==> config.mk <==
export PLATFORM = sky130hd
export DESIGN_NAME = noc_traffic_probe
export DESIGN_NICKNAME = d
export VERILOG_FILES = /design/src/rtl/ntp_pkg.sv /design/src/rtl/noc_traffic_probe.sv /design/src/rtl/ntp_front.sv /design/src/rtl/ntp_queue.sv /design/src/rtl/ntp_core.sv
export SDC_FILE = /design/constraint.sdc
export NUM_CORES = 2
export LEC_CHECK = 0
export ABC_CLOCK_PERIOD_IN_PS = 5720
export BUFFER_PORTS_ARGS = -buffer_cell sky130_fd_sc_hd__buf_2
export CORE_ASPECT_RATIO = 1.5
export CORE_UTILIZATION = 31
export CTS_CLUSTER_SIZE = 10
export DETAILED_ROUTE_END_ITERATION = 8
export HOLD_SLACK_MARGIN = 0.12
export PLACE_DENSITY_LB_ADDON = 0.1
export SYNTH_ARGS = -nofsm -noshare
export SYNTH_HDL_FRONTEND = slang
export SYNTH_HIERARCHICAL = 1
export SYNTH_SLANG_ARGS = --single-unit
==> constraint.sdc <==
create_clock -name clk -period 5.72 [get_ports clk]
set_input_delay 0.286 -clock clk [delete_from_list [all_inputs] [get_ports clk]]
set_output_delay 0.286 -clock clk [all_outputs]
set_load 0.03 [all_outputs]
==> src/rtl/ntp_pkg.sv <==
// ntp_pkg: shared types and constants for the NoC traffic probe.
// Used by every module under rtl/. No dependencies.
package ntp_pkg;

    localparam int unsigned ID_SHIFT = 48;
    localparam int unsigned SRC_W    = 16;
    localparam int unsigned CNT_W    = 32;
    localparam int unsigned WIDE_W   = 64;
    localparam int unsigned FIRST_W  = 48;

    // Input action codes as carried on the action port
    typedef enum logic [1:0] {
        KIND_TICK   = 2'd0,
        KIND_ACK    = 2'd1,
        KIND_ARRIVE = 2'd2,
        KIND_NONE   = 2'd3
    } kind_t;

    typedef enum logic [1:0] {
        FAULT_NONE     = 2'd0,
        FAULT_MISMATCH = 2'd1,
        FAULT_REJECT   = 2'd2
    } fault_t;

    // Register map index (byte address is 8 * index)
    typedef enum logic [2:0] {
        REG_SOURCE_ID    = 3'd0,
        REG_DEST_ID      = 3'd1,
        REG_PAYLOAD_SIZE = 3'd2,
        REG_PKTS_SEND    = 3'd3,
        REG_PKTS_RECV    = 3'd4,
        REG_FIRST_CYCLE  = 3'd5,
        REG_GAP_CYCLES   = 3'd6,
        REG_TIME_STEP    = 3'd7
    } reg_idx_t;

    // Settings the back end needs
    typedef struct packed {
        logic [SRC_W-1:0]   source_id;
        logic [CNT_W-1:0]   pkts_send;
        logic [CNT_W-1:0]   pkts_recv;
        logic [FIRST_W-1:0] first_cycle;
        logic [CNT_W-1:0]   gap_cycles;
    } cfg_t;

    // Classified transaction passed from front to back
    typedef struct packed {
        kind_t             kind;
        logic [WIDE_W-1:0] ack_id;
        logic              ack_accepted;
        logic              ack_retryable;
        logic [WIDE_W-1:0] latency;
    } item_t;

endpackage

==> src/rtl/noc_traffic_probe.sv <==
// noc_traffic_probe: top level; configuration registers, APB port, and
// front stage, queue and back end. Depends on ntp_pkg, ntp_front, ntp_queue, ntp_core.
//
//  channel | direction | handshake            | contents
//  --------+-----------+----------------------+------------------------------------------
//  in      | to probe  | in_valid / in_stall  | action, ack_id, ack flags, now_ns, sent_ns
//  out     | from probe| out_valid / out_stall| packet fields, error, done, counters
//  apb     | to probe  | psel/penable/pready  | 64-bit bus, registers at byte addr 8*index
//
// One transaction per clock cycle sustained while out_stall stays low. An accepted
// transaction passes through the input register, the queue and the result register
// before out_valid rises. The back end's state update (64-bit cycle add and compares)
// sets the rate. Reset is asynchronous and active low and clears all control state;
// first_cycle resets to one, other registers to zero. A stalled output holds the
// back end; the queue absorbs in-flight transactions and in_stall rises only
// once it is full.
module noc_traffic_probe #(
    parameter int unsigned QUEUE_DEPTH = 4
) (
    input  logic        clk,
    input  logic        rst_n,
    // input transactions
    input  logic        in_valid,
    output logic        in_stall,
    input  logic [1:0]  action,
    input  logic [63:0] ack_id,
    input  logic        ack_accepted,
    input  logic        ack_retryable,
    input  logic [63:0] now_ns,
    input  logic [63:0] sent_ns,
    // result transactions
    output logic        out_valid,
    input  logic        out_stall,
    output logic        send_valid,
    output logic [63:0] pkt_id,
    output logic [31:0] send_index,
    output logic [32:0] event_seq,
    output logic [1:0]  error_code,
    output logic        done_res,
    output logic [31:0] sent_count,
    output logic [31:0] received_count,
    output logic [31:0] retry_count,
    output logic [63:0] latency_total,
    output logic [63:0] latency_peak,
    output logic [63:0] cycle_count,
    // configuration
    input  logic        psel,
    input  logic        penable,
    input  logic        pwrite,
    input  logic [5:0]  paddr,
    input  logic [63:0] pwdata,
    output logic [63:0] prdata,
    output logic        pready
);
    import ntp_pkg::*;

    logic [SRC_W-1:0]   source_id_reg;
    logic [SRC_W-1:0]   dest_id_reg;
    logic [SRC_W-1:0]   payload_size_reg;
    logic [CNT_W-1:0]   pkts_send_reg;
    logic [CNT_W-1:0]   pkts_recv_reg;
    logic [FIRST_W-1:0] first_cycle_reg;
    logic [CNT_W-1:0]   gap_cycles_reg;
    logic [CNT_W-1:0]   time_step_reg;

    reg_idx_t reg_sel;
    logic     cfg_write;
    cfg_t     cfg;

    logic     push;
    item_t    push_item;
    logic     q_ready;
    logic     q_valid;
    item_t    q_item;
    logic     pop;

    // APB: zero wait states, register picked by paddr[5:3]
    assign pready    = 1'b1;
    assign reg_sel   = reg_idx_t'(paddr[5:3]);
    assign cfg_write = psel & penable & pwrite;

    always_ff @(posedge clk or negedge rst_n)
    begin
        if (!rst_n)
        begin
            source_id_reg    <= '0;
            dest_id_reg      <= '0;
            payload_size_reg <= '0;
            pkts_send_reg    <= '0;
            pkts_recv_reg    <= '0;
            first_cycle_reg  <= FIRST_W'(1);
            gap_cycles_reg   <= '0;
            time_step_reg    <= '0;
        end
        else if (cfg_write)
        begin
            case (reg_sel)
                REG_SOURCE_ID:    source_id_reg    <= pwdata[SRC_W-1:0];
                REG_DEST_ID:      dest_id_reg      <= pwdata[SRC_W-1:0];
                REG_PAYLOAD_SIZE: payload_size_reg <= pwdata[SRC_W-1:0];
                REG_PKTS_SEND:    pkts_send_reg    <= pwdata[CNT_W-1:0];
                REG_PKTS_RECV:    pkts_recv_reg    <= pwdata[CNT_W-1:0];
                REG_FIRST_CYCLE:  first_cycle_reg  <= pwdata[FIRST_W-1:0];
                REG_GAP_CYCLES:   gap_cycles_reg   <= pwdata[CNT_W-1:0];
                REG_TIME_STEP:    time_step_reg    <= pwdata[CNT_W-1:0];
                default:          time_step_reg    <= time_step_reg;
            endcase
        end
    end

    always_comb
    begin
        case (reg_sel)
            REG_SOURCE_ID:    prdata = 64'(source_id_reg);
            REG_DEST_ID:      prdata = 64'(dest_id_reg);
            REG_PAYLOAD_SIZE: prdata = 64'(payload_size_reg);
            REG_PKTS_SEND:    prdata = 64'(pkts_send_reg);
            REG_PKTS_RECV:    prdata = 64'(pkts_recv_reg);
            REG_FIRST_CYCLE:  prdata = 64'(first_cycle_reg);
            REG_GAP_CYCLES:   prdata = 64'(gap_cycles_reg);
            REG_TIME_STEP:    prdata = 64'(time_step_reg);
            default:          prdata = '0;
        endcase
    end

    // destination, payload size and time step reach no logic; read-back only
    always_comb
    begin
        cfg.source_id   = source_id_reg;
        cfg.pkts_send   = pkts_send_reg;
        cfg.pkts_recv   = pkts_recv_reg;
        cfg.first_cycle = first_cycle_reg;
        cfg.gap_cycles  = gap_cycles_reg;
    end

    ntp_front u_front (
        .clk           (clk),
        .rst_n         (rst_n),
        .in_valid      (in_valid),
        .in_stall      (in_stall),
        .action        (action),
        .ack_id        (ack_id),
        .ack_accepted  (ack_accepted),
        .ack_retryable (ack_retryable),
        .now_ns        (now_ns),
        .sent_ns       (sent_ns),
        .push          (push),
        .push_item     (push_item),
        .q_ready       (q_ready)
    );

    ntp_queue #(
        .DEPTH (QUEUE_DEPTH)
    ) u_queue (
        .clk       (clk),
        .rst_n     (rst_n),
        .push      (push),
        .push_item (push_item),
        .q_ready   (q_ready),
        .q_valid   (q_valid),
        .q_item    (q_item),
        .pop       (pop)
    );

    ntp_core u_core (
        .clk            (clk),
        .rst_n          (rst_n),
        .cfg            (cfg),
        .q_valid        (q_valid),
        .q_item         (q_item),
        .pop            (pop),
        .out_valid      (out_valid),
        .out_stall      (out_stall),
        .send_valid     (send_valid),
        .pkt_id         (pkt_id),
        .send_index     (send_index),
        .event_seq      (event_seq),
        .error_code     (error_code),
        .done_res       (done_res),
        .sent_count     (sent_count),
        .received_count (received_count),
        .retry_count    (retry_count),
        .latency_total  (latency_total),
        .latency_peak   (latency_peak),
        .cycle_count    (cycle_count)
    );

endmodule

==> src/rtl/ntp_front.sv <==
// ntp_front: input register stage; classifies a transaction and
// precomputes the floored arrival latency. Depends on ntp_pkg.
module ntp_front (
    input  logic                       clk,
    input  logic                       rst_n,
    input  logic                       in_valid,
    output logic                       in_stall,
    input  logic [1:0]                 action,
    input  logic [63:0]                ack_id,
    input  logic                       ack_accepted,
    input  logic                       ack_retryable,
    input  logic [63:0]                now_ns,
    input  logic [63:0]                sent_ns,
    output logic                       push,
    output ntp_pkg::item_t             push_item,
    input  logic                       q_ready
);
    import ntp_pkg::*;

    logic  front_valid_reg, front_valid_next;
    item_t item_reg;
    item_t item_new;
    logic  accept;

    assign in_stall = front_valid_reg & ~q_ready;
    assign accept   = in_valid & ~in_stall;
    assign push     = front_valid_reg & q_ready;
    assign push_item = item_reg;

    always_comb
    begin
        item_new.kind          = kind_t'(action);
        item_new.ack_id        = ack_id;
        item_new.ack_accepted  = ack_accepted;
        item_new.ack_retryable = ack_retryable;
        // latency floored at zero
        item_new.latency       = (now_ns >= sent_ns) ? (now_ns - sent_ns) : '0;
        front_valid_next       = accept | (front_valid_reg & ~q_ready);
    end

    always_ff @(posedge clk or negedge rst_n)
    begin
        if (!rst_n)
        begin
            front_valid_reg <= 1'b0;
        end
        else
        begin
            front_valid_reg <= front_valid_next;
        end
    end

    always_ff @(posedge clk)
    begin
        if (accept)
        begin
            item_reg <= item_new;
        end
    end

endmodule

==> src/rtl/ntp_queue.sv <==
// ntp_queue: short FIFO decoupling the front stage from the back end.
// Depends on ntp_pkg for the item type.
module ntp_queue #(
    parameter int unsigned DEPTH = 4
) (
    input  logic           clk,
    input  logic           rst_n,
    input  logic           push,
    input  ntp_pkg::item_t push_item,
    output logic           q_ready,
    output logic           q_valid,
    output ntp_pkg::item_t q_item,
    input  logic           pop
);
    import ntp_pkg::*;

    localparam int unsigned PTR_W = (DEPTH > 1) ? $clog2(DEPTH) : 1;
    localparam int unsigned CNT_W_Q = $clog2(DEPTH + 1);

    item_t              mem [DEPTH];
    logic [PTR_W-1:0]   head_reg, head_next;
    logic [PTR_W-1:0]   tail_reg, tail_next;
    logic [CNT_W_Q-1:0] count_reg, count_next;

    assign q_ready = (count_reg != CNT_W_Q'(DEPTH));
    assign q_valid = (count_reg != '0);
    assign q_item  = mem[head_reg];

    always_comb
    begin
        head_next  = head_reg;
        tail_next  = tail_reg;
        count_next = count_reg;
        if (push)
        begin
            tail_next = (tail_reg == PTR_W'(DEPTH - 1)) ? '0 : tail_reg + 1'b1;
        end
        if (pop)
        begin
            head_next = (head_reg == PTR_W'(DEPTH - 1)) ? '0 : head_reg + 1'b1;
        end
        case ({push, pop})
            2'b10:   count_next = count_reg + 1'b1;
            2'b01:   count_next = count_reg - 1'b1;
            default: count_next = count_reg;
        endcase
    end

    always_ff @(posedge clk or negedge rst_n)
    begin
        if (!rst_n)
        begin
            head_reg  <= '0;
            tail_reg  <= '0;
            count_reg <= '0;
        end
        else
        begin
            head_reg  <= head_next;
            tail_reg  <= tail_next;
            count_reg <= count_next;
        end
    end

    always_ff @(posedge clk)
    begin
        if (push)
        begin
            mem[tail_reg] <= push_item;
        end
    end

    a_no_overflow: assert property (@(posedge clk) disable iff (!rst_n)
        push |-> (count_reg != CNT_W_Q'(DEPTH)))
        else $error("queue push while full");

    a_no_underflow: assert property (@(posedge clk) disable iff (!rst_n)
        pop |-> (count_reg != '0))
        else $error("queue pop while empty");

endmodule

==> src/rtl/ntp_core.sv <==
// ntp_core: back end; executes one transaction per cycle against the probe state
// while its output is not stalled, and registers the result. Depends on ntp_pkg.
module ntp_core (
    input  logic           clk,
    input  logic           rst_n,
    input  ntp_pkg::cfg_t  cfg,
    input  logic           q_valid,
    input  ntp_pkg::item_t q_item,
    output logic           pop,
    output logic           out_valid,
    input  logic           out_stall,
    output logic           send_valid,
    output logic [63:0]    pkt_id,
    output logic [31:0]    send_index,
    output logic [32:0]    event_seq,
    output logic [1:0]     error_code,
    output logic           done_res,
    output logic [31:0]    sent_count,
    output logic [31:0]    received_count,
    output logic [31:0]    retry_count,
    output logic [63:0]    latency_total,
    output logic [63:0]    latency_peak,
    output logic [63:0]    cycle_count
);
    import ntp_pkg::*;

    logic [WIDE_W-1:0] cycles_reg, cycles_next;
    logic [CNT_W-1:0]  sent_reg, sent_next;
    logic [WIDE_W-1:0] next_send_reg, next_send_next;
    logic              in_flight_reg, in_flight_next;
    logic [WIDE_W-1:0] flight_id_reg, flight_id_next;
    logic [CNT_W-1:0]  received_reg, received_next;
    logic [CNT_W-1:0]  retries_reg, retries_next;
    logic [WIDE_W-1:0] lat_sum_reg, lat_sum_next;
    logic [WIDE_W-1:0] lat_max_reg, lat_max_next;
    logic              finished_reg, finished_next;
    fault_t            fault_reg, fault_next;

    logic              out_valid_reg, out_valid_next;
    logic              send_valid_reg, send_valid_next;
    logic [WIDE_W-1:0] pid_reg, pid_next;
    logic [CNT_W-1:0]  index_reg, index_next;
    logic [CNT_W:0]    seq_reg, seq_next;

    logic [WIDE_W-1:0] cycles_inc;
    logic [WIDE_W-1:0] new_pid;
    logic              fire;
    logic              id_match;
    logic              check_done;

    assign pop        = q_valid & (~out_valid_reg | ~out_stall);
    assign cycles_inc = cycles_reg + 1'b1;
    assign new_pid    = {cfg.source_id, {(ID_SHIFT - CNT_W){1'b0}}, sent_reg};
    assign fire       = ~finished_reg & ~in_flight_reg & (sent_reg < cfg.pkts_send)
                      & (cycles_inc >= {{(WIDE_W - FIRST_W){1'b0}}, cfg.first_cycle})
                      & (cycles_inc >= next_send_reg);
    assign id_match   = in_flight_reg & (q_item.ack_id == flight_id_reg);

    always_comb
    begin
        cycles_next     = cycles_reg;
        sent_next       = sent_reg;
        next_send_next  = next_send_reg;
        in_flight_next  = in_flight_reg;
        flight_id_next  = flight_id_reg;
        received_next   = received_reg;
        retries_next    = retries_reg;
        lat_sum_next    = lat_sum_reg;
        lat_max_next    = lat_max_reg;
        fault_next      = fault_reg;
        check_done      = 1'b0;
        send_valid_next = 1'b0;
        pid_next        = '0;
        index_next      = '0;
        seq_next        = '0;

        if (pop && fault_reg == FAULT_NONE)
        begin
            case (q_item.kind)
                KIND_TICK:
                begin
                    cycles_next = cycles_inc;
                    check_done  = 1'b1;
                    if (fire)
                    begin
                        send_valid_next = 1'b1;
                        pid_next        = new_pid;
                        index_next      = sent_reg;
                        seq_next        = {1'b0, sent_reg} + 1'b1;
                        flight_id_next  = new_pid;
                        in_flight_next  = 1'b1;
                    end
                end
                KIND_ACK:
                begin
                    if (!id_match)
                    begin
                        fault_next = FAULT_MISMATCH;
                    end
                    else
                    begin
                        in_flight_next = 1'b0;
                        if (q_item.ack_accepted)
                        begin
                            sent_next      = sent_reg + 1'b1;
                            next_send_next = cycles_reg
                                           + {{(WIDE_W - CNT_W){1'b0}}, cfg.gap_cycles}
                                           + 1'b1;
                            check_done     = 1'b1;
                        end
                        else if (q_item.ack_retryable)
                        begin
                            retries_next = retries_reg + 1'b1;
                            check_done   = 1'b1;
                        end
                        else
                        begin
                            fault_next = FAULT_REJECT;
                        end
                    end
                end
                KIND_ARRIVE:
                begin
                    lat_sum_next  = lat_sum_reg + q_item.latency;
                    lat_max_next  = (q_item.latency > lat_max_reg) ? q_item.latency
                                                                   : lat_max_reg;
                    received_next = received_reg + 1'b1;
                    check_done    = 1'b1;
                end
                default:
                begin
                    check_done = 1'b0;
                end
            endcase
        end

        finished_next = finished_reg
                      | (check_done & (sent_next == cfg.pkts_send) & ~in_flight_next
                         & (received_next == cfg.pkts_recv));
        out_valid_next = pop | (out_valid_reg & out_stall);
    end

    always_ff @(posedge clk or negedge rst_n)
    begin
        if (!rst_n)
        begin
            cycles_reg    <= '0;
            sent_reg      <= '0;
            next_send_reg <= '0;
            in_flight_reg <= 1'b0;
            flight_id_reg <= '0;
            received_reg  <= '0;
            retries_reg   <= '0;
            lat_sum_reg   <= '0;
            lat_max_reg   <= '0;
            finished_reg  <= 1'b0;
            fault_reg     <= FAULT_NONE;
            out_valid_reg <= 1'b0;
        end
        else
        begin
            cycles_reg    <= cycles_next;
            sent_reg      <= sent_next;
            next_send_reg <= next_send_next;
            in_flight_reg <= in_flight_next;
            flight_id_reg <= flight_id_next;
            received_reg  <= received_next;
            retries_reg   <= retries_next;
            lat_sum_reg   <= lat_sum_next;
            lat_max_reg   <= lat_max_next;
            finished_reg  <= finished_next;
            fault_reg     <= fault_next;
            out_valid_reg <= out_valid_next;
        end
    end

    always_ff @(posedge clk)
    begin
        if (pop)
        begin
            send_valid_reg <= send_valid_next;
            pid_reg        <= pid_next;
            index_reg      <= index_next;
            seq_reg        <= seq_next;
        end
    end

    // state only moves on pop, so while a result waits it shows the state after it
    assign out_valid      = out_valid_reg;
    assign send_valid     = send_valid_reg;
    assign pkt_id         = pid_reg;
    assign send_index     = index_reg;
    assign event_seq      = seq_reg;
    assign error_code     = fault_reg;
    assign done_res       = finished_reg;
    assign sent_count     = sent_reg;
    assign received_count = received_reg;
    assign retry_count    = retries_reg;
    assign latency_total  = lat_sum_reg;
    assign latency_peak   = lat_max_reg;
    assign cycle_count    = cycles_reg;

    a_fault_sticky: assert property (@(posedge clk) disable iff (!rst_n)
        (fault_reg != FAULT_NONE) |=> $stable(fault_reg) && $stable(cycles_reg))
        else $error("halted probe changed state");

    a_done_sticky: assert property (@(posedge clk) disable iff (!rst_n)
        finished_reg |=> finished_reg)
        else $error("done flag cleared");

    a_send_in_flight: assert property (@(posedge clk) disable iff (!rst_n)
        (out_valid_reg && send_valid_reg) |-> (in_flight_reg && flight_id_reg == pid_reg))
        else $error("pending send result without matching packet in flight");

endmodule

### Word-level counts from Yosys, hierarchy flattened

Memory sizes are Yosys's and may differ from the RTL's.
Cells that the tools add are included.

* flip-flop bits (word level): 899
* logic and storage cells: 146
* input bits: 273
* output and inout port bits: 488
* memory bits (writable): 528
* memories: 1

* reduce and logical (&&, ||, !) cells: 22
* equality and inequality tests: 19
* $add $sub $neg: 13
* magnitude comparators: 5
* multiplexer cells: 25
* bitwise operators: 27

Memory list
* u_queue.mem: words 4, width 132, read ports 1, clocked after Yosys merged registers in 0, wr ports 1, RTL line ntp_queue.sv:20 `item_t mem [DEPTH];`

Operators with widths (number)
* $pmux W64 S8: 1
* $mux W32: 6
* $add A64 B1 Y64 const B: 2
* $ge A64 B64 Y1: 2
* $add A32 B1 Y32 const B: 3
* $add A64 B32 Y64: 1
* $add A64 B64 Y64: 1
* $eq A32 B32 Y1: 2
* $eq A64 B64 Y1: 1
* $ge A64 B48 Y1: 1
* $gt A64 B64 Y1: 1
* $sub A64 B64 Y64: 1
* $add A32 B1 Y33 const B: 1
* $lt A32 B32 Y1: 1
* $reduce_and A2 Y1: 10
* $and A1 B1 Y1: 15
* $eq A3 B3 Y1 const B: 4
* $mux W1: 10
* $mux W2: 5
* $eq A2 B2 Y1 const B: 4
* $not A1 Y1: 8
* $reduce_and A4 Y1: 2
* $eq A3 B2 Y1 const B: 2
* $pmux W3 S2: 1
* 17 further kinds: 26

### Logic depth before layout (Yosys ltp)

* depth in word-level cells: 12
* depth in mapped cells: 23
* gate-level depth less buffers: 21

### By module

Netlist, hierarchy kept.

By module, submodules not included
* ntp_core: area an instance 36254.8 um^2, cells an instance 4050, times used 1
* ntp_queue: area an instance 19439.9 um^2, cells an instance 728, times used 1
* noc_traffic_probe: area an instance 10134.7 um^2, cells an instance 701, times used 1
* ntp_front: area an instance 8438.1 um^2, cells an instance 850, times used 1

### Worst setup path before layout

Ideal clock, no wire load.

* kind: register -> register
* start: reg u_core.out_valid_reg (netlist: u_core/out_valid)
* end: reg u_core.finished_reg (netlist: u_core/done_res)
* data arrival time: 5476 ps
* cell stages (with the launch flop): 13
* path buffers: 1
* data required time: 5628 ps
* slack: 152 ps
* cell sequence: dfrtp_1 -> a21boi_2 -> nand2_1 -> nor3b_1 -> nand2_1 -> or3_1 -> buf_6 -> or3_1 -> and3_1 -> a2111oi_2 -> o2111a_1 -> o2111ai_1 -> o31ai_2

* cells in the longest elaborated chain, start to end: 10
* elaborated cells on any way between the ends: 15
* those cells by class: eq/ne: 2; mux: 4; bitwise: 8; reduce/logical: 1

Ends and longest elaborated chain
* start: declaration: RTL line ntp_core.sv:39 `logic out_valid_reg, out_valid_next;`
* start signal: assignment: RTL line ntp_core.sv:173 `out_valid_reg <= out_valid_next;`
* $not A1 Y1 *: RTL line ntp_core.sv:51 `assign pop = q_valid & (~out_valid_reg | ~out_stall);`
* $or A1 B1 Y1 *: RTL line ntp_core.sv:51
* $and A1 B1 Y1 *: RTL line ntp_core.sv:51
* net pop: RTL line noc_traffic_probe.sv:75 `logic pop;`
* $logic_and A1 B1 Y1 *: RTL line ntp_core.sv:77 `if (pop && fault_reg == FAULT_NONE)`
* $mux W32: RTL line ntp_core.sv:77
* $eq A32 B32 Y1: RTL line ntp_core.sv:138 `| (check_done & (sent_next == cfg.pkts_send) & ~in_flight_next`
* $and A1 B1 Y1 (2 in a row): RTL line ntp_core.sv:138
* $and A1 B1 Y1 *: RTL line ntp_core.sv:139 `& (received_next == cfg.pkts_recv));`
* $or A1 B1 Y1 *: RTL line ntp_core.sv:138
* net u_core.finished_next: RTL line ntp_core.sv:36 `logic finished_reg, finished_next;`
* end signal: assignment: RTL line ntp_core.sv:171 `finished_reg <= finished_next;`
* end: declaration: RTL line ntp_core.sv:36

The timed path passes the listed nets; every way through them passes the cells marked *.
A chain may end at the register's enable or synchronous reset.

### Final worst setup path

* start: reg u_core.cycles_reg[29] (netlist: u_core/cycle_count[29])
* end: reg u_core.pid_reg[1] (netlist: u_core/pkt_id[1]), data pin

* cells in the longest elaborated chain, start to end: 5
* elaborated cells on any way between the ends: 6
* those cells by class: add/sub: 1; order compare: 2; bitwise: 2; reduce/logical: 1

Ends and longest elaborated chain
* start: declaration: RTL line ntp_core.sv:27 `logic [WIDE_W-1:0] cycles_reg, cycles_next;`
* start signal: assignment: RTL line ntp_core.sv:162 `cycles_reg <= cycles_next;`
* $add A64 B1 Y64 *: RTL line ntp_core.sv:52 `assign cycles_inc = cycles_reg + 1'b1;`
* net u_core.cycles_inc[37]: RTL line ntp_core.sv:45 `logic [WIDE_W-1:0] cycles_inc;`
* $ge A64 B48 Y1: RTL line ntp_core.sv:55 `& (cycles_inc >= {{(WIDE_W - FIRST_W){1'b0}}, cfg.first_cycle})`
* $and A1 B1 Y1: RTL line ntp_core.sv:55
* $and A1 B1 Y1 *: RTL line ntp_core.sv:56 `& (cycles_inc >= next_send_reg);`
* $reduce_and A3 Y1 (no line) *
* end signal: assignment: RTL line ntp_core.sv:182 `pid_reg <= pid_next;`
* end: declaration: RTL line ntp_core.sv:41 `logic [WIDE_W-1:0] pid_reg, pid_next;`

Marks and branches as above.

==> impl_metrics.csv <==
group,metric,value,unit
status,status,"completed",
critical_path,cpPeakStageDelay,580,ps
synth,yosysUniqueCellTypes,106,
die,rows,219,
global_routing,antenna_found_initial,33,
layout,drive_above_1_share,22.8,%
critical_path,critical_path.slowest_cell,"nor3_1",
critical_path,critPathMaxFanout,19,
cts,numClockSinks,1379,
cts,clk_path_buf_depth,4,
flow_run,maxCapViolCount,0,
cts,path_clk_slew,50,ps
sta,slew_headroom,24.2,%
sta,max_clock_freq,0.181,GHz
route,top_layer,"met5",
placed_design,numPortBuffers,708,
synth,synth.area.top_cells,"edfxtp_1 (30%), dfrtp_1 (21%), ha_1 (6.3%)",
cts,cts_made_buffers,172,
route,ant_nets,0,
synth,synth_seq_area_share,51.5,%
sta,worst_pin_slew,1140,ps
synth,yosysWarnings,6,
synth,synth_largest_type_area_fraction,30.0,%
sta,grt_setup_unrepaired,"false",
die,io_pins,761,
layout,area_delta_synth_final,20.3,%
synth,synthTopCellsByCount,"edfxtp_1 (742), dfrtp_1 (636), nand2_1 (425), ha_1 (376), inv_1 (363)",
sta,layout_setup_ws,186,ps
sta,finClkSkew,128,ps
synth,avgSynthCellArea,11.7,sq um
synth,async_flop_share,46.2,%
critical_path,end_kind,"flip-flop",
die,die_area,0.242,sq mm
die,die_w,402,um
route,num_vias,55400,
synth,yosysMostFrequentCell,"edfxtp_1",
power_and_ir_drop,worst_ir_drop_vdd,0.000349,V
die,dieHeight,601,um
synth,syn_inst,6329,
synth,yosysTopAreaCell,"edfxtp_1",
cts,cts-root-buf,"clkbuf_16",
worst_hold_path,min_delay_path_depth,5,
layout,top_register,"u_queue/mem",
global_routing,grt_max_degree,147,
worst_hold_path,hp-class,"input pin to flip-flop",
layout,final_nets,7956,
route,vias_per_cell,5.26,
power_and_ir_drop,leakage,39.1,nW
cts,ctsHtreeMaxLevel,4,
sta,min_period_over_period,96.7,%
route,wl,286,mm
critical_path,cp.arrival,6100,ps
sta,tns,0,ps
global_routing,gr-total-overflow,0,
placed_design,dp_hpwl,215,mm
critical_path,worstSetupPathType,"flip-flop to flip-flop",
power_and_ir_drop,cellPowerDensity,417,mW/mm^2
route,drtIter0Drc,3725,
synth,syn_area,0.0743,sq mm
cts,cts_tree,"built",
critical_path,startpoint_type,"flip-flop",
die,start_util,31.3,%
route,wl_per_cell,27.2,um
route,wl_met3,18.6,mm
critical_path,ff2ff_path_depth,21,
placed_design,preCtsSetupSlack,227,ps
sta,min_period,5530,ps
synth,ys.flop_type,"edfxtp_1",
sta,slew_viol_final,0,
critical_path,cp_common_cell,"buf_4",
sta,hold_viol_final,0,
route,wl_met2,142,mm
cts,insertion_delay,900,ps
synth,synth-seq-cells,1379,
die,core_area,0.238,sq mm
sta,setup_violations,0,
placed_design,gp_congestion,0.926,
layout,largest_register_ffs,528,
critical_path,path_cells,"nand4_1, nor3_1, nand4_2, buf_4, nor2_1, xnor2_1, ha_1, nand4_1, nor2_1, a211o_1, a21o_1, a21o_1, a211o_1, a31oi_1, o21ai_0, buf_4, o2111a_2, buf_12, buf_12, buf_4, and2_1",
route,dr.pass1.iters,6,
global_routing,grt_pass1_vias,57000,
global_routing,grt_pass1_wl,409,mm
critical_path,cp.required,6290,ps
cts,post_cts_buffers,0,
synth,synth-edff-count,742,
route,m1WireLength,117,mm
global_routing,gr-usage-all-layers,23.2,%
critical_path,ff2ff_setup_slack,190,ps
route,drc,0,
-- kinds of logic (layout without fill, tap and decap cells) --
family	Yosys count	after routing	synth area share, %
adders and majority gates	380	380	6.44
muxes	474	474	9.35
AOI/OAI and AO/OA	1142	1142	10.5
buffers and inverters	764	1828	4.66
other	3	45	0.0152
xor gates and xnor gates	506	506	6.07
DFF	1379	1379	51.5
and+or+nand+nor	1681	1681	11.5
-- metrics by stage --
step / total power [mW] / std cells / hold WS [ps] / area, sq um / utilization, %
2_1_floorplan: 22.4 / 6359 / -9.59 / 74400 / -
3_3_place_gp: 27.1 / 10000 / 332 / 82100 / 34.6
3_5_place_dp: 27.2 / 10000 / 338 / 82100 / 34.6
4_1_cts: 37.8 / 10500 / 120 / 89300 / 37.6
5_1_grt: 39.2 / 10500 / 179 / 89300 / 37.6
6_report: 37.3 / 10500 / 195 / 89400 / 37.6
-- worst max-delay path, delay by kind of cell (launching register included) --
kind	cells	cell delay (ps)
simple gates	7	1880
compound gates	7	1380
buf+inv	5	1010
flops	1	350
fa+ha+maj	1	350
xor+xnor	1	290
-- area by class of cell --
type / instances / area (sq um)
fill: 23500 / 148000
timing repair buffer: 1169 / 7970
clock buffer: 273 / 4870
inverter: 365 / 1370
antenna: 12 / 30.0
tap: 3094 / 3870
multi-input combinational: 4216 / 32800
sequential: 1379 / 38200
clock inverter: 21 / 185
-- worst paths after layout --
path	endpoint	startpoint
setup / recovery	u_core/pkt_id[1]$_SDFFCE_PN0P_	u_core/cycle_count[29]$_DFFE_PN0P_
hold / removal	u_front/push_item[2]$_SDFFCE_PN0P_	now_ns[1]
setup reg to reg	u_core/pkt_id[1]$_SDFFCE_PN0P_	u_core/cycle_count[29]$_DFFE_PN0P_
hold reg to reg	u_queue/mem[0][114]$_DFFE_PP_	u_front/push_item[114]$_DFFE_PP_
max in group asynchronous	first_cycle_reg[38]$_DFFE_PN0P_	rst_n
min in group asynchronous	pkts_send_reg[20]$_DFFE_PN0P_	rst_n
-- layer usage --
metal	track usage (%)	vias to the layer above
met1	28.2	28000
li1	-	25200
met2	40.5	1718
met5	0	-
met3	5.07	391
met4	6.99	22
-- power breakdown --
part | total [mW] | switching (mW) | internal, mW
combinational | 13.3 | 8.24 | 5.02
sequential | 13.8 | 1.21 | 12.6
clock | 10.3 | 4.38 | 5.88
total | 37.3 | 13.8 | 23.5
-- timing repair --
| action | 4_1_cts | 5_1_grt |
|---|---|---|
| hold buffers | 217 | 0 |
| endpoints found under the hold margin | 449 | 0 |
| gates resized for setup | 0 | 0 |
-- placed cells by master, fill, tap and decap left out, types with 23 or more instances in the layout --
master	instances
mux4_2	148
dlygate4sd3_1	216
mux2_1	36
xnor2_1	308
conb_1	33
and3_1	55
nor2_1	306
nor3_1	93
nand3_1	249
o21ai_0	226
dfrtp_1	634
buf_2	706
buf_4	214
inv_1	363
a211oi_1	38
buf_12	31
nor4_1	23
o211ai_1	86
edfxtp_1	742
o21a_1	23
ha_1	376
a21o_1	186
xor2_1	192
nor2b_1	37
mux2i_1	48
o221a_2	63
and2_1	118
mux2_2	242
nand2_1	425
a31oi_1	41
clkbuf_16	177
nand2b_1	33
nand4_1	206
clkbuf_1	88
o21bai_1	28
a21oi_1	236
and4_1	23
No activity file was read; power rests on OpenSTA's default activity.
